### src/rtl/core/seven_segment_scan_with_bcd_macros.svh
// Assertion macros used by the display driver top level.
`ifndef SEVEN_SEGMENT_SCAN_WITH_BCD_MACROS_SVH
`define SEVEN_SEGMENT_SCAN_WITH_BCD_MACROS_SVH

`ifndef SYNTH
`define SSD_ASSERT_ALWAYS(label, clk, rst, expr) \
  label: assert property (@(posedge clk) disable iff (rst) (expr)) \
    else $error("display driver check failed");
`define SSD_ASSERT_IMP(label, clk, rst, ante, cons) \
  label: assert property (@(posedge clk) disable iff (rst) (ante) |-> (cons)) \
    else $error("display driver check failed");
`define SSD_ASSERT_NXT(label, clk, rst, ante, cons) \
  label: assert property (@(posedge clk) disable iff (rst) (ante) |=> (cons)) \
    else $error("display driver check failed");
`else
`define SSD_ASSERT_ALWAYS(label, clk, rst, expr)
`define SSD_ASSERT_IMP(label, clk, rst, ante, cons)
`define SSD_ASSERT_NXT(label, clk, rst, ante, cons)
`endif

`endif

### src/rtl/core/ssd_pkg.sv
// Types and constants of the multiplexed seven-segment display driver.
`timescale 1ns / 1ps
package ssd_pkg;

  localparam int DIGITS = 4;
  localparam int CODE_W = 8;

  localparam logic [CODE_W-1:0] BLANK_CODE = 8'h0F;
  localparam logic [CODE_W-1:0] CODE_LIMIT = 8'd10;

  localparam logic [CODE_W-1:0] RESET_CODES [DIGITS] = '{8'd1, 8'd3, 8'd5, 8'd6};

  // x / 10 == (x * 0xCCCD) >> 19 for any 16-bit x
  localparam logic [15:0] DIV10_MUL   = 16'hCCCD;
  localparam int          DIV10_SHIFT = 19;

  typedef enum logic [1:0] {
    MODE_TICK = 2'd0,
    MODE_RAW  = 2'd1,
    MODE_BIN  = 2'd2
  } mode_t;

  typedef struct packed {
    logic tick;      // pass the scan token to the next cell
    logic load_raw;  // take the raw code
    logic shift;     // take the code of the upper neighbor
    logic blank;     // blank a leading zero
  } cell_ctrl_t;

endpackage

### src/rtl/core/seven_segment_scan_with_bcd.sv
// Top level: four-digit multiplexed display driver with binary-to-decimal load.
// A refresh tick gives its result in the cycle after the transfer.
// A raw digit load gives no result. One tick per cycle while idle and the output free.
// A binary load stalls the input during 4 divide-by-ten steps, which shift digits
// through the digit cells, and then during one leading-zero blanking step.
// Synchronous reset: codes 1, 3, 5, 6, scan at position 0, port latch 0, output empty.
`timescale 1ns / 1ps
module seven_segment_scan_with_bcd (
  input  logic        clk,
  input  logic        rst,
  input  logic        s_tvalid,
  output logic        s_tready,
  input  logic [47:0] s_tdata,   // value[15:0], digit_a, digit_b, digit_c, digit_d
  input  logic [1:0]  s_tuser,   // mode
  output logic        m_tvalid,
  input  logic        m_tready,
  output logic [7:0]  m_tdata,   // port_value
  output logic [0:0]  m_tuser    // port_updated
);
  import ssd_pkg::*;

  `include "seven_segment_scan_with_bcd_macros.svh"

  typedef enum logic [1:0] {
    S_IDLE,
    S_CONV,
    S_BLANK
  } state_t;

  state_t      state;
  logic [7:0]  port_latch;

  logic        in_xfer;
  logic        is_tick;
  logic        is_raw;
  logic        is_bin;
  logic        bcd_shift;
  logic        bcd_last;
  logic [3:0]  bcd_digit;
  cell_ctrl_t  ctrl;

  logic [CODE_W-1:0] code     [DIGITS];
  logic [CODE_W-1:0] sel_code [DIGITS];
  logic [DIGITS-1:0] tok;
  logic [DIGITS:0]   zero_above;
  logic [CODE_W-1:0] cur_code;
  logic              write;
  logic [7:0]        latch_next;

  assign s_tready = (state == S_IDLE) && (!m_tvalid || m_tready);
  assign in_xfer  = s_tvalid && s_tready;
  assign is_tick  = in_xfer && (s_tuser == MODE_TICK);
  assign is_raw   = in_xfer && (s_tuser == MODE_RAW);
  assign is_bin   = in_xfer && (s_tuser == MODE_BIN);

  assign ctrl.tick     = is_tick;
  assign ctrl.load_raw = is_raw;
  assign ctrl.shift    = bcd_shift;
  assign ctrl.blank    = (state == S_BLANK);

  ssd_bcd_step u_bcd (
    .clk   (clk),
    .rst   (rst),
    .start (is_bin),
    .value (s_tdata[15:0]),
    .shift (bcd_shift),
    .last  (bcd_last),
    .digit (bcd_digit)
  );

  assign zero_above[DIGITS] = 1'b1;

  for (genvar i = 0; i < DIGITS; i++) begin : g_cell
    logic [CODE_W-1:0] shift_in;
    if (i == DIGITS - 1) begin : g_top
      assign shift_in = {4'b0000, bcd_digit};
    end else begin : g_mid
      assign shift_in = code[i+1];
    end
    ssd_cell #(
      .Index (i)
    ) u_cell (
      .clk            (clk),
      .rst            (rst),
      .ctrl           (ctrl),
      .raw_code       (s_tdata[16 + CODE_W*i +: CODE_W]),
      .shift_in       (shift_in),
      .tok_in         (tok[(i + DIGITS - 1) % DIGITS]),
      .zero_above_in  (zero_above[i+1]),
      .code           (code[i]),
      .sel_code       (sel_code[i]),
      .tok            (tok[i]),
      .zero_above_out (zero_above[i])
    );
  end

  assign cur_code   = sel_code[0] | sel_code[1] | sel_code[2] | sel_code[3];
  assign write      = (cur_code < CODE_LIMIT);
  assign latch_next = write ? {tok, cur_code[3:0]} : port_latch;

  always_ff @(posedge clk) begin
    if (rst) begin
      state      <= S_IDLE;
      port_latch <= 8'd0;
      m_tvalid   <= 1'b0;
    end else begin
      case (state)
        S_IDLE: begin
          if (is_bin) begin
            state <= S_CONV;
          end
        end
        S_CONV: begin
          if (bcd_last) begin
            state <= S_BLANK;
          end
        end
        S_BLANK: begin
          state <= S_IDLE;
        end
        default: begin
          state <= S_IDLE;
        end
      endcase
      if (is_tick) begin
        port_latch <= latch_next;
        m_tvalid   <= 1'b1;
      end else if (m_tready) begin
        m_tvalid <= 1'b0;
      end
    end
  end

  always_ff @(posedge clk) begin
    if (is_tick) begin
      m_tdata    <= latch_next;
      m_tuser[0] <= write;
    end
  end

  `SSD_ASSERT_ALWAYS(a_tok_onehot, clk, rst, $onehot(tok))
  `SSD_ASSERT_ALWAYS(a_latch_sel, clk, rst, $onehot0(port_latch[7:4]))
  `SSD_ASSERT_IMP(a_busy_stall, clk, rst, state != S_IDLE, !s_tready)
  `SSD_ASSERT_NXT(a_tick_result, clk, rst, is_tick, m_tvalid && (m_tdata == port_latch))
  `SSD_ASSERT_NXT(a_conv_blank, clk, rst, bcd_last, state == S_BLANK)

endmodule

### src/rtl/core/ssd_cell.sv
// One digit cell: holds a code and the scan token, shifts toward position 0.
`timescale 1ns / 1ps
module ssd_cell #(
  parameter int Index = 0
) (
  input  logic                      clk,
  input  logic                      rst,
  input  ssd_pkg::cell_ctrl_t       ctrl,
  input  logic [ssd_pkg::CODE_W-1:0] raw_code,
  input  logic [ssd_pkg::CODE_W-1:0] shift_in,
  input  logic                      tok_in,
  input  logic                      zero_above_in,
  output logic [ssd_pkg::CODE_W-1:0] code,
  output logic [ssd_pkg::CODE_W-1:0] sel_code,
  output logic                      tok,
  output logic                      zero_above_out
);
  import ssd_pkg::*;

  localparam logic [CODE_W-1:0] ResetCode = RESET_CODES[Index];
  localparam bit TokenInit = (Index == 0);
  localparam bit CanBlank  = (Index != 0);

  logic is_zero;

  assign is_zero        = (code == '0);
  assign zero_above_out = zero_above_in & is_zero;
  assign sel_code       = tok ? code : '0;

  always_ff @(posedge clk) begin
    if (rst) begin
      code <= ResetCode;
      tok  <= TokenInit;
    end else begin
      if (ctrl.tick) begin
        tok <= tok_in;
      end
      if (ctrl.load_raw) begin
        code <= raw_code;
      end else if (ctrl.shift) begin
        code <= shift_in;
      end else if (ctrl.blank && CanBlank && zero_above_in && is_zero) begin
        code <= BLANK_CODE;
      end
    end
  end

endmodule

### src/rtl/core/ssd_bcd_step.sv
// Binary to decimal digit generator: one divide-by-ten step per cycle.
`timescale 1ns / 1ps
module ssd_bcd_step (
  input  logic        clk,
  input  logic        rst,
  input  logic        start,
  input  logic [15:0] value,
  output logic        shift,
  output logic        last,
  output logic [3:0]  digit
);
  import ssd_pkg::*;

  logic [15:0] work;
  logic [1:0]  cnt;
  logic        busy;
  logic [31:0] prod;
  logic [12:0] quot;
  logic [15:0] tenq;
  logic [15:0] rem;

  assign prod  = work * DIV10_MUL;
  assign quot  = prod[31:DIV10_SHIFT];
  assign tenq  = {quot, 3'b000} + {2'b00, quot, 1'b0};
  assign rem   = work - tenq;
  assign digit = rem[3:0];
  assign shift = busy;
  assign last  = busy && (cnt == 2'd3);

  always_ff @(posedge clk) begin
    if (rst) begin
      busy <= 1'b0;
      cnt  <= 2'd0;
    end else if (start) begin
      busy <= 1'b1;
      cnt  <= 2'd0;
    end else if (busy) begin
      cnt <= cnt + 2'd1;
      if (cnt == 2'd3) begin
        busy <= 1'b0;
      end
    end
  end

  always_ff @(posedge clk) begin
    if (start) begin
      work <= value;
    end else if (busy) begin
      work <= {3'b000, quot};
    end
  end

endmodule

### config.mk
export PLATFORM = sky130hd
export DESIGN_NAME = seven_segment_scan_with_bcd
export DESIGN_NICKNAME = d
export VERILOG_FILES = /design/src/rtl/core/ssd_pkg.sv /design/src/rtl/core/seven_segment_scan_with_bcd.sv /design/src/rtl/core/ssd_cell.sv /design/src/rtl/core/ssd_bcd_step.sv
export VERILOG_INCLUDE_DIRS = /design/src /design/src/rtl/core
export SDC_FILE = /design/constraint.sdc
export NUM_CORES = 1
export LEC_CHECK = 0
export ABC_CLOCK_PERIOD_IN_PS = 12600
export BUFFER_PORTS_ARGS = -buffer_cell sky130_fd_sc_hd__buf_4
export CORE_ASPECT_RATIO = 0.6
export CORE_UTILIZATION = 50
export DETAILED_ROUTE_END_ITERATION = 8
export MAX_ROUTING_LAYER = met4
export PLACE_DENSITY = 0.78
export SLEW_MARGIN = 20
export SYNTH_ARGS = -nofsm -noshare
export SYNTH_HDL_FRONTEND = slang
export SYNTH_SLANG_ARGS = --single-unit
### constraint.sdc
create_clock -name clk -period 12.6 [get_ports clk]
set_input_delay 2.52 -clock clk [delete_from_list [all_inputs] [get_ports clk]]
set_output_delay 2.52 -clock clk [all_outputs]
set_load 0.01 [all_outputs]
==> qor.txt, run 1 <==
=====================================================================================
Antenna-violating nets left                                                         0
Clock-pin transition on the worst setup and hold timing paths                   70 ps
Critical path start-end classification                                   flop to flop
Status                                                                   finished clean
CP required                                                                 12,790 ps
Remaining max-slew budget at the tightest pin                                   29.8%
Core area                                                                  0.0155 mm2
Maximum number of pins on one net before global-route repair                       52
Antenna violations before repair                                                    0
GRT Overall Usage                                                               26.9%
Wirelength, routed                                                          19,800 um
Via count of the first global-routing pass                                      5,991
CTS tree                                                                         done
Layout-stage area growth over the synthesis result                              12.0%
Number of clock sinks                                                              75
Count of pins over their slew limit                                                 0
Filler cells                                                                    1,332
Top area cells in the synthesized netlist                                sky130_fd_sc_hd__ha_1 21%, sky130_fd_sc_hd__fa_1 20%, sky130_fd_sc_hd__dfxtp_1 13%
Warning count from the yosys run                                                    0
Period Utilization, post-route                                                  50.5%
Yosys reg bits                                                                     75
DRC marker count from the first detailed-route iteration                          468
Synth top area share                                                            21.1%
Wirelength per Cell                                                           18.3 um
Clock latency at the later pin of the worst-skew pair                          340 ps
RSZ-0062 raised after global routing                                               no
Number of different library cells in the post-synthesis netlist                    62
Setup TNS                                                                        0 ps
Commonest register cell after synthesis                                  sky130_fd_sc_hd__dfxtp_1
DR DRC count                                                                        0
Highest clock rate                                                            157 MHz
Total setup buffers inserted after CTS                                              0
Top cell by count, worst path                                            sky130_fd_sc_hd__fa_1
Post-synthesis cell type with the largest combined area                  sky130_fd_sc_hd__ha_1
Hold buffer count at cts                                                            0
Pre-Repair DR Iteration Count                                                       5
GRT overflow                                                                        0
Fraction of layout cells with a size suffix above 1                             12.3%
Initial Utilization                                                             51.5%
Largest delay contributor family on the critical path                     adder cells
CP Cell Sequence                                                         ha_1 -> inv_1 -> fa_1 -> inv_1 -> fa_1 -> fa_1 -> fa_1 -> inv_1 -> fa_1 -> inv_1 -> ha_1 -> a21o_1 -> a21o_1 -> a211oi_2 -> a211oi_1 -> o21a_1 -> nor2_1 -> ha_1 -> nand2_1 -> o21ai_1 -> xnor2_1 -> mux2i_1 -> o41ai_2
Final GP Congestion                                                              1.04
Antenna Diode Count                                                                 0
Number of cells upsized or downsized after cts                                      0
Total vias in the final route                                                   6,009
Final Net Count                                                                 1,144
DIE AREA                                                                   0.0164 mm2
Synth Instances                                                                   825
Slew @ Worst Pin                                                              1050 ps
Vias per cell                                                                    5.54
Commonest cells after routing, fill and taps aside                       162 x sky130_fd_sc_hd__inv_1, 134 x sky130_fd_sc_hd__ha_1, 80 x sky130_fd_sc_hd__fa_1, 66 x sky130_fd_sc_hd__buf_4, 60 x sky130_fd_sc_hd__nand2_1
Number of max-capacitance violations reported                                       0
Count of flip-flops with a built-in enable after synthesis                         25
Final critical-path required period                                           6360 ps
Critical path capture point type                                                 flop
Buffer cell driving the clock tree root                                  sky130_fd_sc_hd__clkbuf_16
Count of final setup violators                                                      0
Crit path launch type                                                            flop
Most frequent standard cell in the layout excluding fill and tap cells   sky130_fd_sc_hd__inv_1
Die extent in x                                                                165 um
Final hold viol count                                                               0
I/O pin count                                                                      65
Port Buffers                                                                       64
Sequential-to-total area share from yosys stat                                  22.0%
Final clock skew                                                              9.24 ps
Buffer levels on the longest clock path                                             2
Slowest Stage Delay on Critical Path                                           530 ps
HPWL Detailed                                                               16,400 um
Class of the tightest hold or removal check                              flop to flop
Clock buffer count from CTS                                                         9
Share of synthesized flip-flops with an asynchronous set or reset                  0%
H-tree Lvls                                                                         3
Mean post-synth cell area                                                    9.65 um2
Data arrival time of the critical path                                        6560 ps
Synth Cell Area                                                           0.00796 mm2
Critical path's slowest cell                                             sky130_fd_sc_hd__edfxtp_1
Die Y-Extent                                                                  99.7 um
Number of buffers and inverters on the critical path                                4
CP Max Fanout                                                                       6
Mapped Nets                                                                     1,093
Global-route wire length before repair                                      32,100 um
Number of cell rows                                                                35
=====================================================================================
==> worst register-to-register path: stages (launching register included) <==
cell	delay, ps
sky130_fd_sc_hd__edfxtp_1	530
sky130_fd_sc_hd__ha_1	390
sky130_fd_sc_hd__inv_1	70
sky130_fd_sc_hd__fa_1	500
sky130_fd_sc_hd__inv_1	50
sky130_fd_sc_hd__fa_1	490
sky130_fd_sc_hd__fa_1	440
sky130_fd_sc_hd__fa_1	490
sky130_fd_sc_hd__inv_1	60
sky130_fd_sc_hd__fa_1	470
sky130_fd_sc_hd__inv_1	40
sky130_fd_sc_hd__ha_1	310
sky130_fd_sc_hd__a21o_1	230
sky130_fd_sc_hd__a21o_1	210
sky130_fd_sc_hd__a211oi_2	400
sky130_fd_sc_hd__a211oi_1	180
sky130_fd_sc_hd__o21a_1	240
sky130_fd_sc_hd__nor2_1	170
sky130_fd_sc_hd__ha_1	290
sky130_fd_sc_hd__nand2_1	70
sky130_fd_sc_hd__o21ai_1	70
sky130_fd_sc_hd__xnor2_1	200
sky130_fd_sc_hd__mux2i_1	240
sky130_fd_sc_hd__o41ai_2	90
==> cell usage after synthesis, types with 5 or more instances <==
master,n
sky130_fd_sc_hd__nor2_1,39
sky130_fd_sc_hd__mux2i_1,15
sky130_fd_sc_hd__xnor2_1,10
sky130_fd_sc_hd__xor2_1,8
sky130_fd_sc_hd__edfxtp_1,25
sky130_fd_sc_hd__and3_1,5
sky130_fd_sc_hd__nand3b_1,15
sky130_fd_sc_hd__a211oi_1,20
sky130_fd_sc_hd__a21oi_1,26
sky130_fd_sc_hd__mux2_2,9
sky130_fd_sc_hd__ha_1,134
sky130_fd_sc_hd__nand2_1,60
sky130_fd_sc_hd__fa_1,80
sky130_fd_sc_hd__dfxtp_1,50
sky130_fd_sc_hd__inv_1,162
sky130_fd_sc_hd__a22oi_1,8
sky130_fd_sc_hd__and2_1,6
sky130_fd_sc_hd__nor3_1,16
sky130_fd_sc_hd__o21ai_0,16
sky130_fd_sc_hd__nand3_1,10
sky130_fd_sc_hd__a21o_1,6
sky130_fd_sc_hd__nand2b_1,8
sky130_fd_sc_hd__clkbuf_1,22
sky130_fd_sc_hd__a31oi_1,5
==> registers in the layout, indices dropped and copies added (netlist names) <==
register and cells:
u_bcd.cnt 2, u_bcd.shift 1, u_bcd.work 16, m_tvalid 1, m_tuser 1, port_latch 8
m_tdata 8, state 2, g_cell.u_cell.tok 4, g_cell.u_cell.code 32
==> routing by layer <==
layer  vias up  wire (um)  global-route usage, %
met5         -          0                      -
met4         0        105                   3.03
met3         9       2330                   11.8
met2       228       7260                   33.0
met1      2882      10100                   40.5
li1       2890          -                      -
==> worst paths after layout <==
check | slack (ps) | end | cells after the start | startpoint
max | 6240 | g_cell[3].u_cell.code[3] | 23 | u_bcd.work[3]
min | 460 | port_latch[1] | 2 | port_latch[1]
max reg2reg | 6240 | g_cell[3].u_cell.code[3] | 23 | u_bcd.work[3]
min reg2reg | 460 | port_latch[1] | 2 | port_latch[1]
==> per-stage QoR <==
| stage | hold slack (ps) | instance area, um2 | setup slack, ps | std cells | util [%] |
|---|---|---|---|---|---|
| final | 462 | 8910 | 6240 | 1084 | 57.7 |
| after global routing | 489 | 8910 | 5940 | 1084 | 57.7 |
| after CTS | 462 | 8910 | 6320 | 1084 | 57.7 |
| after detailed placement | 443 | 8610 | 6340 | 1068 | 55.7 |
| after global placement | 439 | 8610 | 6420 | 1068 | 55.7 |
| after floorplan | 433 | 7960 | 6910 | 825 | - |
==> kinds of logic (layout without fill, tap and decap cells) <==
group,after synthesis,count (layout),share of synthesized area (%)
AOI/OAI and AO/OA,125,125,11.5
adders and majority gates,214,214,41.2
muxes,24,24,3.16
xor gates and xnor gates,18,18,1.98
buffers and inverters,188,244,8.93
DFF,75,75,22.0
and+or+nand+nor,181,181,11.2
==> area by class of cell <==
| type | count | area, um2 | area share, % |
|---|---|---|---|
| sequential | 75 | 1750 | 19.7 |
| multi-input combinational | 562 | 5500 | 61.7 |
| tap | 203 | 254 | 2.85 |
| clock inverter | 6 | 68.8 | 0.772 |
| timing repair buffer | 66 | 495 | 5.56 |
| clock buffer | 10 | 239 | 2.68 |
| inverter | 162 | 608 | 6.82 |
Power of run 1 is not shown: default switching activity piles up to over one toggle a cycle in this logic, so the estimate is an artifact.
==> run 2: changes to the inputs <==
--- a/config.mk
+++ b/config.mk
@@ -6,13 +6,13 @@
 export SDC_FILE = /design/constraint.sdc
 export NUM_CORES = 1
 export LEC_CHECK = 0
-export ABC_CLOCK_PERIOD_IN_PS = 12600
+export ABC_CLOCK_PERIOD_IN_PS = 5600
 export BUFFER_PORTS_ARGS = -buffer_cell sky130_fd_sc_hd__buf_4
 export CORE_ASPECT_RATIO = 0.6
 export CORE_UTILIZATION = 50
 export DETAILED_ROUTE_END_ITERATION = 8
 export MAX_ROUTING_LAYER = met4
-export PLACE_DENSITY = 0.78
+export PLACE_DENSITY = 0.81
 export SLEW_MARGIN = 20
 export SYNTH_ARGS = -nofsm -noshare
 export SYNTH_HDL_FRONTEND = slang
==> constraint.sdc (replaced) <==
create_clock -name clk -period 5.6 [get_ports clk]
set_input_delay 1.12 -clock clk [delete_from_list [all_inputs] [get_ports clk]]
set_output_delay 1.12 -clock clk [all_outputs]
set_load 0.01 [all_outputs]
==> run 2 against run 1 <==
Net effect:
- the flow now finishes with violations (setup timing)
- hold slack worse by 6.6 ps
- worst setup slack got worse by 6500 ps
- maximum frequency rose by 7.9%
- non-clock buffer count is 84 higher
- utilization is 7.1 points higher
- via count grew 9.1%
- largest cell class unchanged
- sequential share of layout area shrank 2.2 points
- clock skew increased by 0.75 ps
- die area stayed put
- wire length rose by 15%
==> qor.txt, run 2 (same netlist as run 1, synthesis figures left out) <==
=====================================================================================
Status                                                                   finished with violations
Violated checks                                                          setup timing
Hold buffer count at cts                                                            0   unchanged
Data arrival time of the critical path                                        6080 ps   -480 ps
Global-route wire length before repair                                      34,300 um   +6.9%
Post-route cell area                                                       0.0100 mm2   +12%
HPWL Detailed                                                               17,400 um   +6.3%
Antenna violations before repair                                                    0   unchanged
Die Y-Extent                                                                  99.7 um   unchanged
I/O pin count                                                                      65   unchanged
CP Max Fanout                                                                       2   -4
Crit path launch type                                                            flop
Critical path's slowest cell                                             sky130_fd_sc_hd__fa_1
Final hold viol count                                                               0   unchanged
Class of the tightest hold or removal check                              flop to flop
Initial Utilization                                                             51.5%   unchanged
Via count of the first global-routing pass                                      6,310   +5.3%
DRC marker count from the first detailed-route iteration                          701   +50%
Final GP Congestion                                                             0.987   -5.3%
Register with the most flip-flops                                        g_cell.u_cell.code
Clock buffer count from CTS                                                         9   unchanged
Top cell by count, worst path                                            sky130_fd_sc_hd__fa_1
CP required                                                                   5790 ps   -7000 ps
Fraction of layout cells with a size suffix above 1                             25.6%   +13 points
Count of final setup violators                                                     10   +10
Setup WS pre-CTS                                                              -311 ps   -6660 ps
Antenna Diode Count                                                                 0   unchanged
Final clock skew                                                              9.98 ps   +0.746 ps
Critical path capture point type                                                 flop
Maximum number of pins on one net before global-route repair                       52   unchanged
Number of max-capacitance violations reported                                       0   unchanged
Layout-stage area growth over the synthesis result                              25.8%
Count of pins over their slew limit                                                 0   unchanged
Slowest Stage Delay on Critical Path                                           530 ps   about the same
Number of cell rows                                                                35   unchanged
DR DRC count                                                                        0   unchanged
Placed Instance Area                                                      0.00909 mm2   +5.7%
Vias per cell                                                                    5.61   +1.2%
H-tree Lvls                                                                         3   unchanged
Core utilization of the finished layout                                         64.8%   +7.1 points
Filler cells                                                                    1,180   -11%
DIE AREA                                                                   0.0164 mm2   unchanged
Slew @ Worst Pin                                                              1080 ps   +28.2 ps
Remaining max-slew budget at the tightest pin                                   27.9%   -1.9 points
Most frequent standard cell in the layout excluding fill and tap cells   sky130_fd_sc_hd__inv_1
Commonest cells after routing, fill and taps aside                       154 x sky130_fd_sc_hd__inv_1, 144 x sky130_fd_sc_hd__buf_4, 111 x sky130_fd_sc_hd__ha_1, 80 x sky130_fd_sc_hd__fa_1, 60 x sky130_fd_sc_hd__nand2_1
GRT overflow                                                                        0   unchanged
Clock latency at the later pin of the worst-skew pair                          340 ps   about the same
Final WS setup                                                                -299 ps   -6540 ps
Period Utilization, post-route                                                   105%   +55 points
Buffer levels on the longest clock path                                             2   unchanged
Pre-Repair DR Iteration Count                                                       7   +2
GRT Overall Usage                                                               28.7%   +1.8 points
Setup TNS                                                                    -1510 ps   -1510 ps
RSZ-0062 raised after global routing                                              yes
Buffer cell driving the clock tree root                                  sky130_fd_sc_hd__clkbuf_16
Final Net Count                                                                 1,228   +7.3%
Number of clock sinks                                                              75   unchanged
Critical path start-end classification                                   flop to flop
Die extent in x                                                                165 um   unchanged
Largest registers                                                        g_cell.u_cell.code: 32 flops, u_bcd.work: 16 flops
CP Cell Sequence                                                         ha_4 -> inv_2 -> fa_1 -> inv_1 -> fa_1 -> fa_1 -> fa_1 -> inv_2 -> fa_1 -> inv_2 -> ha_4 -> a21o_1 -> a21o_1 -> a211oi_4 -> a211oi_4 -> o21a_1 -> nor2_2 -> ha_1 -> xor2_1 -> xnor2_1 -> mux2i_1 -> o41ai_2
CTS tree                                                                         done
Highest clock rate                                                            170 MHz   +7.9%
Wirelength per Cell                                                           19.5 um   +6.7%
Wirelength, routed                                                          22,800 um   +15%
Total vias in the final route                                                   6,553   +9.1%
Core area                                                                  0.0155 mm2   unchanged
Antenna-violating nets left                                                         0   unchanged
Port Buffers                                                                       64   unchanged
Largest register FFs                                                               32   unchanged
Clock-pin transition on the worst setup and hold timing paths                   70 ps   about the same
Final critical-path required period                                           5900 ps   -464 ps
=====================================================================================
[run 2: cell types whose count changed in the layout (fill, tap and decap cells not counted), sizes merged]
cell / before / now
clkinv: 1 / 3
inv: 166 / 164
buf: 66 / 150
[run 2: metal layers]
| layer | routed length, um | track usage, % | share of wire, % | vias to the layer above |
|---|---|---|---|---|
| met4 | 239 | 3.88 | 1.0 | 0 |
| met2 | 9490 | 38.0 | 42 | 296 |
| met1 | 10500 | 43.9 | 46 | 3184 |
| li1 | - | - | - | 3043 |
| met5 | 0 | - | 0 | - |
| met3 | 2550 | 7.59 | 11 | 30 |
[run 2: metrics by stage]
stage / hold WS (ps) / std cells
6_report: 456 / 1168
5_1_grt: 475 / 1168
4_1_cts: 458 / 1159
3_5_place_dp: 448 / 1133
3_3_place_gp: 438 / 1133
2_1_floorplan: 433 / 825
[run 2: what timing repair did]
item,in CTS,in global routing
resized for setup,23,54
endpoints found under the setup margin,9,14
pin swaps,27,43
setup buffers,10,12
[run 2: area by class of cell]
type | count | area (um2) | area share, %
repair buffers | 150 | 1150 | 11.5
multi-input cells | 562 | 5940 | 59.3
well taps | 203 | 254 | 2.54
clock buffers | 10 | 239 | 2.39
inverters | 162 | 608 | 6.07
clock inverters | 6 | 71.3 | 0.712
flip-flops and latches | 75 | 1750 | 17.5
[run 2: path summary, 6_finish.rpt]
path / start / end / slack, ps / depth (start not counted)
setup / recovery: u_bcd.work[3] / g_cell[3].u_cell.code[3] / -300 / 22
hold / removal: port_latch[1] / port_latch[1] / 460 / 2
setup reg to reg: u_bcd.work[3] / g_cell[3].u_cell.code[3] / -300 / 22
hold reg to reg: port_latch[1] / port_latch[1] / 460 / 2
[run 2: critical path, delay by kind of cell (launching register included)]
family	cells	cell delay (ps)
XOR/XNOR	2	420
multiplexers	1	250
AO/OA/AOI/OAI	6	1050
adder cells (fa/ha/maj)	8	3200
AND/OR/NAND/NOR	1	140
flip-flops	1	470
buffers and inverters	4	200
Power of run 2 is left out for the same reason.
==> run 3: changes to the inputs <==
--- a/config.mk
+++ b/config.mk
@@ -10,9 +10,11 @@
 export BUFFER_PORTS_ARGS = -buffer_cell sky130_fd_sc_hd__buf_4
 export CORE_ASPECT_RATIO = 0.6
 export CORE_UTILIZATION = 50
+export CTS_CLUSTER_DIAMETER = 50
 export DETAILED_ROUTE_END_ITERATION = 8
 export MAX_ROUTING_LAYER = met4
 export PLACE_DENSITY = 0.81
+export SETUP_SLACK_MARGIN = 0.02
 export SLEW_MARGIN = 20
 export SYNTH_ARGS = -nofsm -noshare
 export SYNTH_HDL_FRONTEND = slang
==> run 3 against run 2 <==
Net effect:
- the flow still finishes with violations (setup timing)
- clock skew fell by 1.1 ps
- largest cell class unchanged
- critical endpoint unchanged
- via count shrank 0.27%
- cell area did not move
- global-route usage unchanged
- first-iteration DRC count is 1.9% lower
- sequential share of layout area is the same
- highest routed layer unchanged
- maximum frequency decreased by 0.14%
==> qor.txt, run 3 (same netlist as run 1, synthesis figures left out) <==
=====================================================================================
Status                                                                   finished with violations
Violated checks                                                          setup timing
Final critical-path required period                                           5910 ps   +8.11 ps
Setup WS pre-CTS                                                              -311 ps   unchanged
Area of combinational cells with multiple inputs                          0.00594 mm2   unchanged
Commonest cells after routing, fill and taps aside                       154 x sky130_fd_sc_hd__inv_1, 144 x sky130_fd_sc_hd__buf_4, 111 x sky130_fd_sc_hd__ha_1, 80 x sky130_fd_sc_hd__fa_1, 60 x sky130_fd_sc_hd__nand2_1
Remaining max-slew budget at the tightest pin                                   28.3%   +0.44 points
Final clock skew                                                              8.91 ps   -1.07 ps
I/O pin count                                                                      65   unchanged
DIE AREA                                                                   0.0164 mm2   unchanged
Count of pins over their slew limit                                                 0   unchanged
Critical path start-end classification                                   flop to flop
Final GP Congestion                                                             0.987   unchanged
Crit path launch type                                                            flop
CTS tree                                                                         done
Die extent in x                                                                165 um   unchanged
Fraction of layout cells with a size suffix above 1                             25.6%   unchanged
Number of cell rows                                                                35   unchanged
DRC marker count from the first detailed-route iteration                          688   -1.9%
Antenna Diode Count                                                                 0   unchanged
GRT Overall Usage                                                               28.7%   unchanged
Largest register FFs                                                               32   unchanged
Core area                                                                  0.0155 mm2   unchanged
Buffer cell driving the clock tree root                                  sky130_fd_sc_hd__clkbuf_16
DR DRC count                                                                        0   unchanged
Wirelength, routed                                                          22,700 um   -0.38%
HPWL Detailed                                                               17,400 um   unchanged
Number of clock sinks                                                              75   unchanged
Slew @ Worst Pin                                                              1070 ps   -6.61 ps
Register with the most flip-flops                                        g_cell.u_cell.code
Most frequent standard cell in the layout excluding fill and tap cells   sky130_fd_sc_hd__inv_1
Clock buffer count from CTS                                                         9   unchanged
Period Utilization, post-route                                                   105%   +0.14 points
Port Buffers                                                                       64   unchanged
RSZ-0062 raised after global routing                                              yes
Antenna-violating nets left                                                         0   unchanged
GRT overflow                                                                        0   unchanged
Critical path capture point type                                                 flop
Buffer levels on the longest clock path                                             2   unchanged
Clock latency at the later pin of the worst-skew pair                          340 ps   about the same
Die Y-Extent                                                                  99.7 um   unchanged
Number of buffers and inverters on the critical path                                4   unchanged
Sequential Area                                                           0.00175 mm2   unchanged
Top cell by count, worst path                                            sky130_fd_sc_hd__fa_1
CP Max Fanout                                                                       2   unchanged
Number of max-capacitance violations reported                                       0   unchanged
Final Net Count                                                                 1,228   unchanged
Wirelength per Cell                                                           19.4 um   -0.38%
Largest registers                                                        g_cell.u_cell.code: 32 flops, u_bcd.work: 16 flops
Filler cells                                                                    1,180   unchanged
Data arrival time of the critical path                                        6100 ps   +20 ps
Vias per cell                                                                    5.60   -0.27%
Critical path's slowest cell                                             sky130_fd_sc_hd__fa_1
Final WS setup                                                                -307 ps   -8.11 ps
Pre-Repair DR Iteration Count                                                       5   -2
CP required                                                                   5790 ps   about the same
Layout-stage area growth over the synthesis result                              25.8%   unchanged
Total vias in the final route                                                   6,535   -0.27%
Via count of the first global-routing pass                                      6,310   unchanged
Class of the tightest hold or removal check                              flop to flop
H-tree Lvls                                                                         3   unchanged
Clock-pin transition on the worst setup and hold timing paths                   70 ps   about the same
Maximum number of pins on one net before global-route repair                       52   unchanged
Initial Utilization                                                             51.5%   unchanged
Global-route wire length before repair                                      34,300 um   unchanged
Final hold viol count                                                               0   unchanged
Slowest Stage Delay on Critical Path                                           530 ps   about the same
CP Cell Sequence                                                         ha_4 -> inv_2 -> fa_1 -> inv_1 -> fa_1 -> fa_1 -> fa_1 -> inv_2 -> fa_1 -> inv_2 -> ha_4 -> a21o_1 -> a21o_1 -> a211oi_4 -> a211oi_4 -> o21a_1 -> nor2_2 -> ha_1 -> xor2_1 -> xnor2_1 -> mux2i_1 -> o41ai_2
Count of final setup violators                                                     10   unchanged
Largest delay contributor family on the critical path                     adder cells
Antenna violations before repair                                                    0   unchanged
Highest clock rate                                                            169 MHz   -0.14%
=====================================================================================
==> run 3: area by class of cell <==
class,instances,area share [%]
inverter,162,6.07
tap,203,2.54
clock buffer,10,2.39
multi-input combinational,562,59.3
timing repair buffer,150,11.5
clock inverter,6,0.712
sequential,75,17.5
==> run 3: stage by stage <==
stage / area, um2 / hold WS [ps] / setup TNS [ps] / util, % / std cells
CTS: 9630 / 458 / -276 / 62.3 / 1159
floorplan: 7960 / 433 / -86.5 / - / 825
global placement: 9090 / 438 / -234 / 58.8 / 1133
global route: 10000 / 475 / -3280 / 64.8 / 1168
finish: 10000 / 462 / -1490 / 64.8 / 1168
detailed placement: 9090 / 448 / -1280 / 58.8 / 1133
==> run 3: timing repair <==
item                       CTS  global route
buffers inserted            10            12
hold buffers                 0             0
resized for setup           24            53
pin swaps                   27            44
setup endpoints to repair    9            14
==> run 3: worst reg2reg max path, delay by kind of cell, from the launching register on <==
family,cells,cell delay (ps)
AO/OA/AOI/OAI,6,1050
AND/OR/NAND/NOR,1,140
flip-flops,1,470
multiplexers,1,250
buffers and inverters,4,190
adder cells (fa/ha/maj),8,3190
XOR/XNOR,2,450
==> run 3: worst paths after layout <==
| path | start | to | slack [ps] | cells after the start |
|---|---|---|---|---|
| setup / recovery | u_bcd.work[3] | g_cell[3].u_cell.code[3] | -310 | 22 |
| hold / removal | port_latch[1] | port_latch[1] | 460 | 2 |
| setup reg to reg | u_bcd.work[3] | g_cell[3].u_cell.code[3] | -310 | 22 |
| hold reg to reg | port_latch[1] | port_latch[1] | 460 | 2 |
==> run 3: metal layers <==
layer	vias to the layer above	wire length, um	global-route usage, %
met5	-	0	-
met4	0	199	3.88
met3	23	2710	7.59
met2	298	9490	38.0
met1	3166	10300	43.9
li1	3048	-	-
Power of run 3 is left out for the same reason.
